File: config.mk
export PLATFORM = sky130hd
export DESIGN_NAME = bresenham_line_rect_rasterizer_flat
export DESIGN_NICKNAME = d
export VERILOG_FILES = /design/src/hdl/brlr_pkg.sv /design/src/hdl/brlr_cmd_if.sv /design/src/hdl/brlr_pix_if.sv /design/src/hdl/brlr_cfg_if.sv /design/src/hdl/brlr_setup.sv /design/src/hdl/bresenham_line_rect_rasterizer.sv /design/src/flat_wrapper.sv
export SDC_FILE = /design/constraint.sdc
export NUM_CORES = 1
export LEC_CHECK = 0
export BUFFER_PORTS_ARGS = -buffer_cell sky130_fd_sc_hd__buf_2
export CAP_MARGIN = 0
export CORE_ASPECT_RATIO = 1.2
export CORE_MARGIN = 3
export CORE_UTILIZATION = 50
export CTS_BUF_LIST = sky130_fd_sc_hd__clkbuf_4
export DETAILED_ROUTE_END_ITERATION = 10
export PLACE_DENSITY_LB_ADDON = 0.2
export RECOVER_POWER = 50
export SLEW_MARGIN = 20
export SYNTH_ARGS = -nofsm -noshare
export SYNTH_HDL_FRONTEND = slang
export SYNTH_SLANG_ARGS = --single-unit
File: constraint.sdc
create_clock -name clk_i -period 7.6 [get_ports clk_i]
set_input_delay 0.76 -clock clk_i [delete_from_list [all_inputs] [get_ports clk_i]]
set_output_delay 0.76 -clock clk_i [all_outputs]
set_load 0.01 [all_outputs]
File: src/hdl/brlr_pkg.sv
package brlr_pkg;

  // command codes carried in the action field
  typedef enum logic [2:0] {
    ACT_STEP = 3'd0,
    ACT_LINE = 3'd1,
    ACT_HRUN = 3'd2,
    ACT_VRUN = 3'd3,
    ACT_RECT = 3'd4,
    ACT_FILL = 3'd5
  } brlr_action_e;

  localparam int ActionBits = 3;
  localparam int ColorBits  = 16;

  // configuration register indexes
  localparam int CfgIdxBits = 2;
  localparam logic [CfgIdxBits-1:0] CFG_SCREEN_WIDTH  = 2'd0;
  localparam logic [CfgIdxBits-1:0] CFG_SCREEN_HEIGHT = 2'd1;

  localparam int ScreenWidthReset  = 320;
  localparam int ScreenHeightReset = 240;

endpackage

File: src/hdl/brlr_cmd_if.sv
interface brlr_cmd_if #(
  parameter int COORD_BITS = 12
);
  logic                         valid;
  logic                         ready;
  logic [2:0]                   action;
  logic signed [COORD_BITS-1:0] x_start;
  logic signed [COORD_BITS-1:0] y_start;
  logic signed [COORD_BITS-1:0] x_end;
  logic signed [COORD_BITS-1:0] y_end;
  logic signed [COORD_BITS-1:0] run_width;
  logic signed [COORD_BITS-1:0] run_height;
  logic [15:0]                  color;

  modport source (
    output valid, action, x_start, y_start, x_end, y_end, run_width, run_height, color,
    input  ready
  );
  modport sink (
    input  valid, action, x_start, y_start, x_end, y_end, run_width, run_height, color,
    output ready
  );
endinterface

File: src/hdl/brlr_pix_if.sv
interface brlr_pix_if #(
  parameter int COORD_BITS = 12
);
  logic                       valid;
  logic                       ready;
  logic signed [COORD_BITS:0] pixel_x;
  logic signed [COORD_BITS:0] pixel_y;
  logic [15:0]                pixel_color;
  logic                       last_pixel;

  modport source (
    output valid, pixel_x, pixel_y, pixel_color, last_pixel,
    input  ready
  );
  modport sink (
    input  valid, pixel_x, pixel_y, pixel_color, last_pixel,
    output ready
  );
endinterface

File: src/hdl/brlr_cfg_if.sv
interface brlr_cfg_if #(
  parameter int COORD_BITS = 12
);
  logic                  valid;
  logic                  ready;
  logic [1:0]            index;
  logic [COORD_BITS-1:0] data;

  modport source (
    output valid, index, data,
    input  ready
  );
  modport sink (
    input  valid, index, data,
    output ready
  );
endinterface

File: src/hdl/brlr_setup.sv
module brlr_setup #(
  parameter int COORD_BITS = 12
) (
  input  brlr_pkg::brlr_action_e        action_i,
  input  logic signed [COORD_BITS-1:0]  x_start_i,
  input  logic signed [COORD_BITS-1:0]  y_start_i,
  input  logic signed [COORD_BITS-1:0]  x_end_i,
  input  logic signed [COORD_BITS-1:0]  y_end_i,
  input  logic signed [COORD_BITS-1:0]  run_width_i,
  input  logic signed [COORD_BITS-1:0]  run_height_i,
  input  logic [COORD_BITS-1:0]         screen_width_i,
  input  logic [COORD_BITS-1:0]         screen_height_i,
  // line setup
  output logic                          steep_o,
  output logic signed [COORD_BITS+1:0]  major_pos_o,
  output logic signed [COORD_BITS+1:0]  major_end_o,
  output logic signed [COORD_BITS+1:0]  minor_pos_o,
  output logic signed [COORD_BITS+1:0]  major_delta_o,
  output logic signed [COORD_BITS+1:0]  minor_delta_o,
  output logic signed [COORD_BITS+2:0]  error_o,
  output logic                          minor_down_o,
  // rectangle setup
  output logic                          rect_busy_o,
  output logic signed [COORD_BITS+1:0]  col_pos_o,
  output logic signed [COORD_BITS+1:0]  col_end_o,
  output logic signed [COORD_BITS+1:0]  col_top_o,
  output logic signed [COORD_BITS+1:0]  col_bot_o
);
  import brlr_pkg::*;

  localparam int W = COORD_BITS + 2;
  localparam int E = COORD_BITS + 3;

  logic signed [W-1:0] xs, ys, xe, ye, rw, rh;
  logic signed [W-1:0] x0, y0, x1, y1, dx, dy, adx, ady;
  logic signed [W-1:0] sx0, sy0, sx1, sy1;
  logic signed [W-1:0] ox0, oy0, ox1, oy1;
  logic signed [W-1:0] rx, ry, rwid, rhgt, rbot;

  assign xs = W'(x_start_i);
  assign ys = W'(y_start_i);
  assign xe = W'(x_end_i);
  assign ye = W'(y_end_i);
  assign rw = W'(run_width_i);
  assign rh = W'(run_height_i);

  // endpoints of the line form (runs are lines too)
  always_comb begin
    x0 = xs;
    y0 = ys;
    x1 = xe;
    y1 = ye;
    unique case (action_i)
      ACT_HRUN: begin
        x1 = xs + rw - W'(1);
        y1 = ys;
      end
      ACT_VRUN: begin
        x1 = xs;
        y1 = ys + rh - W'(1);
      end
      default: ;
    endcase
  end

  assign dx  = x1 - x0;
  assign dy  = y1 - y0;
  assign adx = dx[W-1] ? -dx : dx;
  assign ady = dy[W-1] ? -dy : dy;
  assign steep_o = ady > adx;

  // steep swap
  assign sx0 = steep_o ? y0 : x0;
  assign sy0 = steep_o ? x0 : y0;
  assign sx1 = steep_o ? y1 : x1;
  assign sy1 = steep_o ? x1 : y1;

  // walk the major axis upward
  always_comb begin
    if (sx0 > sx1) begin
      ox0 = sx1;
      oy0 = sy1;
      ox1 = sx0;
      oy1 = sy0;
    end else begin
      ox0 = sx0;
      oy0 = sy0;
      ox1 = sx1;
      oy1 = sy1;
    end
  end

  assign major_pos_o   = ox0;
  assign major_end_o   = ox1;
  assign minor_pos_o   = oy0;
  assign major_delta_o = ox1 - ox0;
  assign minor_delta_o = (oy1 < oy0) ? (oy0 - oy1) : (oy1 - oy0);
  assign error_o       = E'(major_delta_o >>> 1);
  assign minor_down_o  = !(oy0 < oy1);

  // rectangle or screen fill
  always_comb begin
    if (action_i == ACT_FILL) begin
      rx   = '0;
      ry   = '0;
      rwid = W'(screen_width_i);
      rhgt = W'(screen_height_i);
    end else begin
      rx   = xs;
      ry   = ys;
      rwid = rw;
      rhgt = rh;
    end
  end

  assign rbot        = ry + rhgt - W'(1);
  assign rect_busy_o = rwid > W'(0);
  assign col_pos_o   = rx;
  assign col_end_o   = rx + rwid - W'(1);
  assign col_top_o   = (ry < rbot) ? ry : rbot;
  assign col_bot_o   = (ry < rbot) ? rbot : ry;

endmodule

File: src/hdl/bresenham_line_rect_rasterizer.sv
// a step beat while busy shows its pixel on pix_o in the cycle after it is accepted
// throughput: one command or step beat per cycle, one pixel per cycle, while pix_o keeps ready high
// the single output register frees cmd_i as soon as pix_o takes its beat
// load beats and steps while idle give no pixel; cfg_i takes a write every cycle
// reset (rst_ni low, async): idle, screen size 320 x 240, output register empty
module bresenham_line_rect_rasterizer #(
  parameter int COORD_BITS = 12
) (
  input logic         clk_i,
  input logic         rst_ni,
  brlr_cfg_if.sink    cfg_i,
  brlr_cmd_if.sink    cmd_i,
  brlr_pix_if.source  pix_o
);
  import brlr_pkg::*;

  // internal coordinate width covers start + length - 1 for any run
  localparam int W = COORD_BITS + 2;
  // error term needs one more bit for the subtract before the correction
  localparam int E = COORD_BITS + 3;

  localparam logic [COORD_BITS-1:0] ScrWReset = COORD_BITS'(ScreenWidthReset);
  localparam logic [COORD_BITS-1:0] ScrHReset = COORD_BITS'(ScreenHeightReset);

  // configuration registers
  logic [COORD_BITS-1:0] scr_w_q, scr_h_q;

  // drawing state
  logic                busy_q, busy_d;
  logic                steep_q, steep_d;
  logic                fill_q, fill_d;
  logic                minor_down_q, minor_down_d;
  logic signed [W-1:0] major_pos_q, major_pos_d;
  logic signed [W-1:0] major_end_q, major_end_d;
  logic signed [W-1:0] minor_pos_q, minor_pos_d;
  logic signed [W-1:0] major_delta_q, major_delta_d;
  logic signed [W-1:0] minor_delta_q, minor_delta_d;
  logic signed [E-1:0] err_q, err_d;
  logic signed [W-1:0] col_pos_q, col_pos_d;
  logic signed [W-1:0] col_end_q, col_end_d;
  logic signed [W-1:0] col_top_q, col_top_d;
  logic signed [W-1:0] col_bot_q, col_bot_d;
  logic [ColorBits-1:0] color_q, color_d;

  // output register
  logic                       out_valid_q, out_valid_d;
  logic signed [COORD_BITS:0] out_x_q, out_x_d;
  logic signed [COORD_BITS:0] out_y_q, out_y_d;
  logic [ColorBits-1:0]       out_color_q, out_color_d;
  logic                       out_last_q, out_last_d;

  // setup results for a load beat
  logic                su_steep, su_minor_down, su_rect_busy;
  logic signed [W-1:0] su_major_pos, su_major_end, su_minor_pos;
  logic signed [W-1:0] su_major_delta, su_minor_delta;
  logic signed [E-1:0] su_err;
  logic signed [W-1:0] su_col_pos, su_col_end, su_col_top, su_col_bot;

  brlr_action_e action;
  logic         cmd_beat;
  logic         pix_beat;

  // step datapath
  logic signed [W-1:0] px, py;
  logic                last;
  logic signed [E-1:0] err_sub;

  assign action   = brlr_action_e'(cmd_i.action);
  assign cmd_beat = cmd_i.valid && cmd_i.ready;
  assign pix_beat = pix_o.valid && pix_o.ready;

  // take a new beat whenever the output register is empty or draining now
  assign cmd_i.ready = !out_valid_q || pix_o.ready;
  assign cfg_i.ready = 1'b1;

  assign pix_o.valid       = out_valid_q;
  assign pix_o.pixel_x     = out_x_q;
  assign pix_o.pixel_y     = out_y_q;
  assign pix_o.pixel_color = out_color_q;
  assign pix_o.last_pixel  = out_last_q;

  brlr_setup #(
    .COORD_BITS (COORD_BITS)
  ) u_setup (
    .action_i        (action),
    .x_start_i       (cmd_i.x_start),
    .y_start_i       (cmd_i.y_start),
    .x_end_i         (cmd_i.x_end),
    .y_end_i         (cmd_i.y_end),
    .run_width_i     (cmd_i.run_width),
    .run_height_i    (cmd_i.run_height),
    .screen_width_i  (scr_w_q),
    .screen_height_i (scr_h_q),
    .steep_o         (su_steep),
    .major_pos_o     (su_major_pos),
    .major_end_o     (su_major_end),
    .minor_pos_o     (su_minor_pos),
    .major_delta_o   (su_major_delta),
    .minor_delta_o   (su_minor_delta),
    .error_o         (su_err),
    .minor_down_o    (su_minor_down),
    .rect_busy_o     (su_rect_busy),
    .col_pos_o       (su_col_pos),
    .col_end_o       (su_col_end),
    .col_top_o       (su_col_top),
    .col_bot_o       (su_col_bot)
  );

  // pixel of the current state and the error term after its major step
  assign err_sub = err_q - E'(minor_delta_q);

  always_comb begin
    if (fill_q) begin
      px   = col_pos_q;
      py   = major_pos_q;
      last = (major_pos_q == col_bot_q) && (col_pos_q == col_end_q);
    end else begin
      px   = steep_q ? minor_pos_q : major_pos_q;
      py   = steep_q ? major_pos_q : minor_pos_q;
      last = major_pos_q == major_end_q;
    end
  end

  always_comb begin
    busy_d        = busy_q;
    steep_d       = steep_q;
    fill_d        = fill_q;
    minor_down_d  = minor_down_q;
    major_pos_d   = major_pos_q;
    major_end_d   = major_end_q;
    minor_pos_d   = minor_pos_q;
    major_delta_d = major_delta_q;
    minor_delta_d = minor_delta_q;
    err_d         = err_q;
    col_pos_d     = col_pos_q;
    col_end_d     = col_end_q;
    col_top_d     = col_top_q;
    col_bot_d     = col_bot_q;
    color_d       = color_q;

    out_valid_d = out_valid_q && !pix_beat;
    out_x_d     = out_x_q;
    out_y_d     = out_y_q;
    out_color_d = out_color_q;
    out_last_d  = out_last_q;

    if (cmd_beat) begin
      unique case (action)
        ACT_LINE, ACT_HRUN, ACT_VRUN: begin
          color_d       = cmd_i.color;
          steep_d       = su_steep;
          major_pos_d   = su_major_pos;
          major_end_d   = su_major_end;
          minor_pos_d   = su_minor_pos;
          major_delta_d = su_major_delta;
          minor_delta_d = su_minor_delta;
          err_d         = su_err;
          minor_down_d  = su_minor_down;
          fill_d        = 1'b0;
          busy_d        = 1'b1;
        end
        ACT_RECT, ACT_FILL: begin
          // a rectangle of zero or negative width leaves the block idle
          color_d     = cmd_i.color;
          fill_d      = 1'b1;
          busy_d      = su_rect_busy;
          col_pos_d   = su_col_pos;
          col_end_d   = su_col_end;
          col_top_d   = su_col_top;
          col_bot_d   = su_col_bot;
          major_pos_d = su_col_top;
        end
        ACT_STEP: begin
          if (busy_q) begin
            out_valid_d = 1'b1;
            out_x_d     = px[COORD_BITS:0];
            out_y_d     = py[COORD_BITS:0];
            out_color_d = color_q;
            out_last_d  = last;
            if (fill_q) begin
              // down the column, then wrap to the top of the next one
              if (major_pos_q >= col_bot_q) begin
                major_pos_d = col_top_q;
                if (col_pos_q >= col_end_q) begin
                  busy_d = 1'b0;
                end else begin
                  col_pos_d = col_pos_q + W'(1);
                end
              end else begin
                major_pos_d = major_pos_q + W'(1);
              end
            end else begin
              err_d = err_sub;
              if (err_sub < 0) begin
                minor_pos_d = minor_down_q ? minor_pos_q - W'(1) : minor_pos_q + W'(1);
                err_d       = err_sub + E'(major_delta_q);
              end
              if (major_pos_q >= major_end_q) begin
                busy_d = 1'b0;
              end else begin
                major_pos_d = major_pos_q + W'(1);
              end
            end
          end
        end
        default: ;  // unused codes are dropped
      endcase
    end
  end

  // configuration writes
  always_ff @(posedge clk_i or negedge rst_ni) begin
    if (!rst_ni) begin
      scr_w_q <= ScrWReset;
      scr_h_q <= ScrHReset;
    end else if (cfg_i.valid && cfg_i.ready) begin
      unique case (cfg_i.index)
        CFG_SCREEN_WIDTH:  scr_w_q <= cfg_i.data;
        CFG_SCREEN_HEIGHT: scr_h_q <= cfg_i.data;
        default: ;
      endcase
    end
  end

  always_ff @(posedge clk_i or negedge rst_ni) begin
    if (!rst_ni) begin
      busy_q        <= 1'b0;
      steep_q       <= 1'b0;
      fill_q        <= 1'b0;
      minor_down_q  <= 1'b0;
      major_pos_q   <= '0;
      major_end_q   <= '0;
      minor_pos_q   <= '0;
      major_delta_q <= '0;
      minor_delta_q <= '0;
      err_q         <= '0;
      col_pos_q     <= '0;
      col_end_q     <= '0;
      col_top_q     <= '0;
      col_bot_q     <= '0;
      color_q       <= '0;
      out_valid_q   <= 1'b0;
    end else begin
      busy_q        <= busy_d;
      steep_q       <= steep_d;
      fill_q        <= fill_d;
      minor_down_q  <= minor_down_d;
      major_pos_q   <= major_pos_d;
      major_end_q   <= major_end_d;
      minor_pos_q   <= minor_pos_d;
      major_delta_q <= major_delta_d;
      minor_delta_q <= minor_delta_d;
      err_q         <= err_d;
      col_pos_q     <= col_pos_d;
      col_end_q     <= col_end_d;
      col_top_q     <= col_top_d;
      col_bot_q     <= col_bot_d;
      color_q       <= color_d;
      out_valid_q   <= out_valid_d;
    end
  end

  // output payload, no reset needed
  always_ff @(posedge clk_i) begin
    out_x_q     <= out_x_d;
    out_y_q     <= out_y_d;
    out_color_q <= out_color_d;
    out_last_q  <= out_last_d;
  end

endmodule
File: src/flat_wrapper.sv
// flat-port wrapper written by rule: the top's interface ports become plain ports
module bresenham_line_rect_rasterizer_flat import brlr_pkg::*;
#(
  parameter int COORD_BITS = 12
)
  (clk_i, rst_ni, cfg_i_valid, cfg_i_index, cfg_i_data, cfg_i_ready, cmd_i_valid, cmd_i_action, cmd_i_x_start, cmd_i_y_start, cmd_i_x_end, cmd_i_y_end, cmd_i_run_width, cmd_i_run_height, cmd_i_color, cmd_i_ready, pix_o_valid, pix_o_pixel_x, pix_o_pixel_y, pix_o_pixel_color, pix_o_last_pixel, pix_o_ready);
  brlr_cfg_if #(.COORD_BITS(COORD_BITS)) cfg_i_i ();
  brlr_cmd_if #(.COORD_BITS(COORD_BITS)) cmd_i_i ();
  brlr_pix_if #(.COORD_BITS(COORD_BITS)) pix_o_i ();
  input logic clk_i;
  input logic rst_ni;
  input wire logic [$bits(cfg_i_i.valid)-1:0] cfg_i_valid;
  input wire logic [$bits(cfg_i_i.index)-1:0] cfg_i_index;
  input wire logic [$bits(cfg_i_i.data)-1:0] cfg_i_data;
  output wire logic [$bits(cfg_i_i.ready)-1:0] cfg_i_ready;
  input wire logic [$bits(cmd_i_i.valid)-1:0] cmd_i_valid;
  input wire logic [$bits(cmd_i_i.action)-1:0] cmd_i_action;
  input wire logic [$bits(cmd_i_i.x_start)-1:0] cmd_i_x_start;
  input wire logic [$bits(cmd_i_i.y_start)-1:0] cmd_i_y_start;
  input wire logic [$bits(cmd_i_i.x_end)-1:0] cmd_i_x_end;
  input wire logic [$bits(cmd_i_i.y_end)-1:0] cmd_i_y_end;
  input wire logic [$bits(cmd_i_i.run_width)-1:0] cmd_i_run_width;
  input wire logic [$bits(cmd_i_i.run_height)-1:0] cmd_i_run_height;
  input wire logic [$bits(cmd_i_i.color)-1:0] cmd_i_color;
  output wire logic [$bits(cmd_i_i.ready)-1:0] cmd_i_ready;
  output wire logic [$bits(pix_o_i.valid)-1:0] pix_o_valid;
  output wire logic [$bits(pix_o_i.pixel_x)-1:0] pix_o_pixel_x;
  output wire logic [$bits(pix_o_i.pixel_y)-1:0] pix_o_pixel_y;
  output wire logic [$bits(pix_o_i.pixel_color)-1:0] pix_o_pixel_color;
  output wire logic [$bits(pix_o_i.last_pixel)-1:0] pix_o_last_pixel;
  input wire logic [$bits(pix_o_i.ready)-1:0] pix_o_ready;
  assign cfg_i_i.valid = cfg_i_valid;
  assign cfg_i_i.index = cfg_i_index;
  assign cfg_i_i.data = cfg_i_data;
  assign cfg_i_ready = cfg_i_i.ready;
  assign cmd_i_i.valid = cmd_i_valid;
  assign cmd_i_i.action = cmd_i_action;
  assign cmd_i_i.x_start = cmd_i_x_start;
  assign cmd_i_i.y_start = cmd_i_y_start;
  assign cmd_i_i.x_end = cmd_i_x_end;
  assign cmd_i_i.y_end = cmd_i_y_end;
  assign cmd_i_i.run_width = cmd_i_run_width;
  assign cmd_i_i.run_height = cmd_i_run_height;
  assign cmd_i_i.color = cmd_i_color;
  assign cmd_i_ready = cmd_i_i.ready;
  assign pix_o_valid = pix_o_i.valid;
  assign pix_o_pixel_x = pix_o_i.pixel_x;
  assign pix_o_pixel_y = pix_o_i.pixel_y;
  assign pix_o_pixel_color = pix_o_i.pixel_color;
  assign pix_o_last_pixel = pix_o_i.last_pixel;
  assign pix_o_i.ready = pix_o_ready;
  bresenham_line_rect_rasterizer #(.COORD_BITS(COORD_BITS)) u_core (.clk_i(clk_i), .rst_ni(rst_ni), .cfg_i(cfg_i_i), .cmd_i(cmd_i_i), .pix_o(pix_o_i));
endmodule
==> summary.txt, run 1 <==
Status
  – Status: finished, violations left
  – Failing checks: max-capacitance violations, max-slew violations, negative setup slack

Die
  – Initial core utilization: 0.509
  – Ports: around 160
  – Die area: 49600 sq um
  – Die Wd: slightly above 200 um
  – Core Region: between 40000 and 50000 sq um
  – # rows: 86
  – DIE HEIGHT: between 200 and 250 um

Timing
  – Max Fclk: around 87 MHz
  – Worst-Margin Slew: around 4600 ps
  – Max-slew violations: 190
  – Final setup fails: 84
  – Final WS setup: -3880 ps
  – Final hold viol count: 0
  – Skew final: ~76 ps
  – Final Cycle Share: 1.51
  – RSZ-0062 raised after global routing: true
  – Min cycle time layout: 11480 ps
  – Slew headroom: -2.09
  – Min Hold Slack: 164 ps
  – Setup TNS: -134250 ps

Global routing
  – Largest net degree at the start of global routing: 82
  – Remaining global-route overflow: 0
  – Initial antenna violation count: 3
  – First-pass GRT wire length: roughly 140 mm
  – Vias in the first global route: approximately 25000
  – GRT Total Usage: 0.364

Worst setup path
  – Top cell family by delay on the critical path: compound AO/OA/AOI/OAI gates
  – Buf/Inv on CP: 7
  – Crit-path slowest cell: fa_2
  – WS Path Type: input pin to register
  – Crit start category: input pin
  – Most used cell, CP: o21a_1
  – Required time of the critical path: just over 8000 ps
  – Arr. time, crit path: 12120 ps
  – Crit end category: register
  – Slowest cell delay on critical path: ~500 ps
  – Maximum net fanout on the critical path: 7

Finish
  – Nets: roughly 4100
  – Layout area overhead: 38.8%
  – Share of post-route cells with drive strength above 1: 0.350
  – Post-layout util: 0.707
  – Most frequent cells in the layout: buf_4, nand2_1, inv_1, ha_1, a21oi_1
  – Layout Cells excl Fill: around 4400
  – Most common cell after layout, fill and taps aside: buf_4

Placement
  – Placed Cells: 4168
  – Placer congestion estimate: 1.02
  – HPWL Detailed: between 70 and 80 mm
  – Port Buffers: between 150 and 200

Synthesis
  – Synth Instances: 2930
  – Synth Area per Inst: about 8.0 sq um
  – Register area share after synthesis: 0.252
  – Count of distinct cell types in the synthesized netlist: 98
  – YS warnings: 0
  – Synthesized cell area: 23500 sq um
  – Fraction of registers with async set/reset: 0.811
  – Main synth FF type: dfrtp_1
  – Syn nets: between 3000 and 4000
  – Flops & latches, synth: between 200 and 250
  – EDFF count, synth: between 40 and 50

Clock tree
  – Clk sink count: between 200 and 250
  – H-tree depth: 2
  – CTS tree: yes
  – Clock buffer depth: 3
  – Clk Latency, worst-skew pair: 830 ps
  – CTS Root Cell: clkbuf_4
  – Num CTS Buffers: 59
  – Worst-path clk slew: about 70 ps

Drt
  – DRT antenna net count: 0
  – 1st-pass router iterations: 5
  – DRC Markers: 0
  – Post-Route WL: approximately 93 mm
  – DR iter-0 viols: 1798
  – Wirelength per Cell: 21.3 um
  – Via density per instance: approximately 5.8
  – Via Count: around 25000

Flow run
  – Max-cap viol count: 4

Min path
  – Worst min-delay path class: input pin to register
[path summary, 6_finish.rpt]
kind	start	endpoint	slack, ps	cells past startpoint
setup / recovery	cmd_i_x_start[0]	u_core.minor_delta_q[12]$_DFFE_PN0P_	-3880	69
hold / removal	cmd_i_color[3]	u_core.color_q[3]$_DFFE_PN0P_	160	2
setup reg to reg	u_core.scr_h_q[1]$_DFFE_PN0P_	u_core.major_pos_q[4]$_DFFE_PN0P_	1610	25
hold reg to reg	u_core.color_q[13]$_DFFE_PN0P_	u_core.pix_o.pixel_color[13]$_DFFE_PP_	430	0
max in group asynchronous	rst_ni	u_core.err_q[9]$_DFFE_PN0P_	2010	3
min in group asynchronous	rst_ni	u_core.col_end_q[1]$_DFFE_PN0P_	2150	2
[Yosys cell counts, drive strengths merged (31+ instances only)]
cell type / count / share of area
mux2i: 103 / 0.044
nand3: 50 / 0.011
ha: 261 / 0.14
inv: 289 / 0.046
nor2: 208 / 0.033
o211ai: 32 / 0.011
nand2: 320 / 0.051
xnor2: 92 / 0.034
a211oi: 35 / 0.012
clkbuf: 98 / 0.016
nand2b: 32 / 0.0088
mux2: 79 / 0.038
a21o: 58 / 0.019
nor2b: 38 / 0.010
edfxtp: 43 / 0.055
xor2: 57 / 0.021
o21ai: 244 / 0.052
a21oi: 246 / 0.053
nor3: 39 / 0.0083
o21bai: 36 / 0.012
o21a: 31 / 0.0099
dfrtp: 179 / 0.19
[stage by stage]
step	setup WS (ps)	cell area [sq um]
3_5_place_dp	-5160	29500
6_report	-3880	32600
5_1_grt	-4470	32600
3_3_place_gp	-4880	29500
4_1_cts	-3680	31700
2_1_floorplan	-4610	24000
[sequential cells by signal, indices dropped and copies added, names as in the netlist]
signal / flops
u_core.pix_o.pixel_color: 16
u_core.minor_pos_q: 13
u_core.major_end_q: 14
u_core.pix_o.pixel_y: 13
u_core.scr_h_q: 12
u_core.pix_o.valid: 1
u_core.minor_delta_q: 14
u_core.pix_o.last_pixel: 1
u_core.col_pos_q: 14
u_core.col_bot_q: 14
u_core.err_q: 15
u_core.minor_down_q: 1
u_core.fill_q: 1
u_core.steep_q: 1
u_core.major_pos_q: 14
u_core.major_delta_q: 14
u_core.pix_o.pixel_x: 13
u_core.busy_q: 1
u_core.col_top_q: 14
u_core.color_q: 16
u_core.col_end_q: 14
u_core.scr_w_q: 12
[cells by family after synthesis]
family | Yosys count | share of synthesized area
compound gates | 846 | 0.227
xor+xnor | 150 | 0.0565
fa+ha+maj | 279 | 0.152
buf+inv | 418 | 0.0675
flops | 228 | 0.252
mux | 182 | 0.0817
other cells | 1 | 0.000160
simple gates | 826 | 0.164
[final cells by class]
type	count	area (sq um)
repair buffers	848	6280
diodes	4	10.0
well taps	616	771
clock buffers	86	646
flip-flops and latches	228	5930
inverters	290	1100
multi-input cells	2285	17700
clock inverters	25	173
fillers	3699	13500
[layer usage]
layer  part of all wire  wire length (um)  vias to the layer above  track usage
met4              0.067              6290                        2        0.201
met2               0.48             44700                      964        0.629
li1                   -                 -                    12000            -
met1               0.39             36700                    12100        0.439
met3              0.060              5600                      265       0.0442
met5            0.00014                13                        -            0
[worst reg2reg max path, stage by stage (launching register included)]
cell and delay, ps:
dfrtp_1 430, mux2i_1 360, ha_1 180, inv_1 40, ha_1 210, fa_1 400, a21oi_1 150, nor2_1 50
nor2_1 150, o21bai_1 90, a21oi_1 210, o21bai_1 80, a21oi_1 260, o21bai_1 110, a21oi_1 260, o21bai_1 100
a21oi_1 200, xnor2_1 130, ha_1 390, nand4_1 120, o21bai_1 330, mux2i_4 730, o21ai_0 320, nand2_1 150
o221ai_1 130, mux2_4 300
[timing repair]
item / CTS / global route
endpoints found under the hold margin: 23 / 0
setup buffers: 62 / 49
pin swaps: 93 / 104
hold buffers: 1 / 0
gates cloned: 5 / 1
resized for setup: 223 / 172
endpoints found under the setup margin: 84 / 84
Power of run 1 is left out: the tool's default activity adds up to more than one toggle a clock period on the data nets, which glitch-free logic cannot reach.
==> run 2, diff against run 1 <==
--- a/config.mk
+++ b/config.mk
@@ -5,11 +5,12 @@
 export SDC_FILE = /design/constraint.sdc
 export NUM_CORES = 1
 export LEC_CHECK = 0
+export ABC_AREA = 1
 export BUFFER_PORTS_ARGS = -buffer_cell sky130_fd_sc_hd__buf_2
 export CAP_MARGIN = 0
 export CORE_ASPECT_RATIO = 1.2
 export CORE_MARGIN = 3
-export CORE_UTILIZATION = 50
+export CORE_UTILIZATION = 55
 export CTS_BUF_LIST = sky130_fd_sc_hd__clkbuf_4
 export DETAILED_ROUTE_END_ITERATION = 10
 export PLACE_DENSITY_LB_ADDON = 0.2
==> run 2 against run 1 <==
Against the previous run: the flow still finishes with violations (max-capacitance violations, max-slew violations, negative setup slack); highest routed layer unchanged; critical path depth rose by 6; sequential cell count did not move; critical endpoint unchanged; register-to-register slack barely moved; utilization rose by 5.7 points; global-route usage rose by 0.088 points; via count fell by 1.1%; sequential share of layout area rose by 1.2 points; hold slack improved by 23 ps; maximum frequency rose by 23%; die area fell by 13%; largest cell class unchanged; area after synthesis fell by 4.5%.
==> summary.txt, run 2 <==
Global routing
  – Remaining global-route overflow: 0 (unchanged)
  – Vias in the first global route: 24200 (-4.7%)
  – First-pass GRT wire length: 125 mm (-11%)
  – Initial antenna violation count: 2 (-1)
  – Largest net degree at the start of global routing: 99 (+21%)
  – GRT Total Usage: 0.365 (+0.000880)

Worst setup path
  – Crit-path slowest cell: fa_1
  – Crit end category: register
  – Required time of the critical path: 8280 ps (+50 ps)
  – WS Path Type: input pin to register
  – Arr. time, crit path: 9990 ps (-2130 ps)
  – Maximum net fanout on the critical path: 6 (-1)
  – Slowest cell delay on critical path: 420 ps (-70 ps)
  – Crit start category: input pin
  – Worst R2R Setup Slack: 1620 ps (about the same)
  – Most used cell, CP: nand2_1

Finish
  – Nets: 4307 (+5.2%)
  – Most common cell after layout, fill and taps aside: nand2_1
  – Share of post-route cells with drive strength above 1: 0.298 (-0.0514)
  – Post-route cell area: 30600 sq um (-6.3%)
  – Most frequent cells in the layout: nand2_1, inv_1, buf_4, o21ai_0, ha_1
  – Layout area overhead: 36.2%
  – Post-layout util: 0.763 (+0.0569)

Drt
  – Via density per instance: 5.54 (-3.9%)
  – DR iter-0 viols: 1976 (+9.9%)
  – Wirelength per Cell: 18.1 um (-15%)
  – Via Count: 25000 (-1.1%)
  – DRC Markers: 0 (unchanged)
  – Post-Route WL: 81.7 mm (-12%)
  – DRT antenna net count: 0 (unchanged)
  – 1st-pass router iterations: 6 (+1)

Synthesis
  – Most common cell in the netlist: nand2_1
  – Fraction of registers with async set/reset: 0.811 (unchanged)
  – EDFF count, synth: 43 (unchanged)
  – Synth Area per Inst: 6.93 sq um (-14%)
  – Main synth FF type: dfrtp_1
  – Synth Instances: 3238 (+11%)
  – Area leader, netlist: dfrtp_1
  – Synthesized cell area: 22400 sq um (-4.5%)
  – Commonest cells in the netlist: nand2_1, inv_1, o21ai_0, ha_1, a21oi_1
  – YS warnings: 0 (unchanged)
  – Yosys top cell area share: 0.200 (+0.00902)
  – Ranking of synthesized cells by area: dfrtp_1, ha_1, nand2_1
  – Flops & latches, synth: 228 (unchanged)
  – Count of distinct cell types in the synthesized netlist: 63 (-36%)
  – Syn nets: 3621 (+9.3%)
  – Register area share after synthesis: 0.264 (+0.0119)

Timing
  – Final hold viol count: 0 (unchanged)
  – Max-slew violations: 99 (-48%)
  – Final Cycle Share: 1.22 (-0.286)
  – Worst-Margin Slew: 5430 ps (+790 ps)
  – Final setup fails: 67 (-20%)
  – Final WS setup: -1710 ps (+2180 ps)
  – RSZ-0062 raised after global routing: true
  – Min cycle time layout: 9310 ps (-2180 ps)
  – Skew final: 84.3 ps (+7.82 ps)
  – Max Fclk: 107 MHz (+23%)
  – Slew headroom: -2.62 (-0.527)
  – Min Hold Slack: 187 ps (+22.8 ps)

Placement
  – Placer congestion estimate: 1.01 (-1.4%)
  – Port Buffers: 154 (unchanged)
  – HPWL Detailed: 64.8 mm (-13%)
  – Placed cell areas: 27700 sq um (-6.0%)
  – Pre-CTS setup slack: -2690 ps (+2480 ps)

Clock tree
  – Num CTS Buffers: 59 (unchanged)
  – Clk sink count: 228 (unchanged)
  – Worst-path clk slew: 70 ps (about the same)
  – Clk Latency, worst-skew pair: 830 ps (about the same)
  – CTS Root Cell: clkbuf_4
  – H-tree depth: 2 (unchanged)
  – CTS tree: yes
  – Clock buffer depth: 3 (unchanged)

Die
  – Core Region: 40000 sq um (-13%)
  – Initial core utilization: 0.560 (+0.0513)
  – DIE HEIGHT: 227 um (-6.7%)
  – Die Wd: 190 um (-6.6%)
  – Die area: 43300 sq um (-13%)
  – # rows: 80 (-7.0%)
  – Ports: 156 (unchanged)

Status
  – Failing checks: max-capacitance violations, max-slew violations, negative setup slack
  – Status: finished, violations left

Min path
  – Worst min-delay path class: input pin to register

Flow run
  – Max-cap viol count: 1 (-3)
[run 2: critical path: cells and delay by family]
family,cells,cell delay [ps]
adders and majority gates,7,1870
xor gates and xnor gates,3,520
buffers and inverters,11,1080
and+or+nand+nor,36,3520
AOI/OAI and AO/OA,18,2220
[run 2: area by class of cell]
cell class	count	area [sq um]
Multi-Input combinational cell	2350	15700
Antenna cell	1	2.50
Timing Repair Buffer	719	5340
Clock inverter	28	163
Fill cell	3146	9470
Inverter	566	2160
Sequential cell	228	5930
Tap cell	533	667
Clock buffer	84	631
[run 2: routing by layer]
metal,vias up,global-route usage,routed length [um],part of all wire
met2,1085,0.609,37600,0.46
met4,2,0.221,5780,0.071
met3,284,0.0587,6040,0.074
met1,11600,0.445,32300,0.40
met5,-,0,11,0.00013
li1,12000,-,-,-
[run 2: stage by stage]
stage | TNS (ps) | std cells
after floorplan | -34680 | 3238
after global placement | -101220 | 4323
after detailed placement | -117830 | 4325
after CTS | -31280 | 4487
after global routing | -84870 | 4509
final | -48360 | 4509
[run 2: kinds of logic (layout without fill, tap and decap cells)]
family,count (synthesis),count (layout),share of synthesized area
flops,228,228,0.264
compound gates,727,727,0.179
mux,26,26,0.0125
simple gates,1190,1191,0.223
buf+inv,661,1397,0.113
other cells,1,2,0.000167
xor+xnor,132,132,0.0515
fa+ha+maj,273,273,0.156
[run 2: what timing repair did]
action	in CTS	in global routing
gates resized for setup	164	221
pin swaps	97	103
hold buffers	0	0
setup endpoints to repair	79	84
gates cloned	4	1
buffers inserted	48	26
[run 2: path summary, 6_finish.rpt]
kind / depth (start not counted) / from / end
worst max-delay path: 75 / cmd_i_run_width[0] / u_core.minor_delta_q[12]$_DFFE_PN0P_
worst min-delay path: 3 / cfg_i_data[4] / u_core.scr_h_q[4]$_DFFE_PN1P_
worst max register to register: 32 / u_core.scr_h_q[0]$_DFFE_PN0P_ / u_core.major_pos_q[3]$_DFFE_PN0P_
worst min register to register: 0 / u_core.color_q[1]$_DFFE_PN0P_ / u_core.pix_o.pixel_color[1]$_DFFE_PP_
max in group asynchronous: 3 / rst_ni / u_core.col_top_q[10]$_DFFE_PN0P_
min in group asynchronous: 1 / rst_ni / u_core.err_q[13]$_DFFE_PN0P_
Power of run 2 is left out for the same reason.
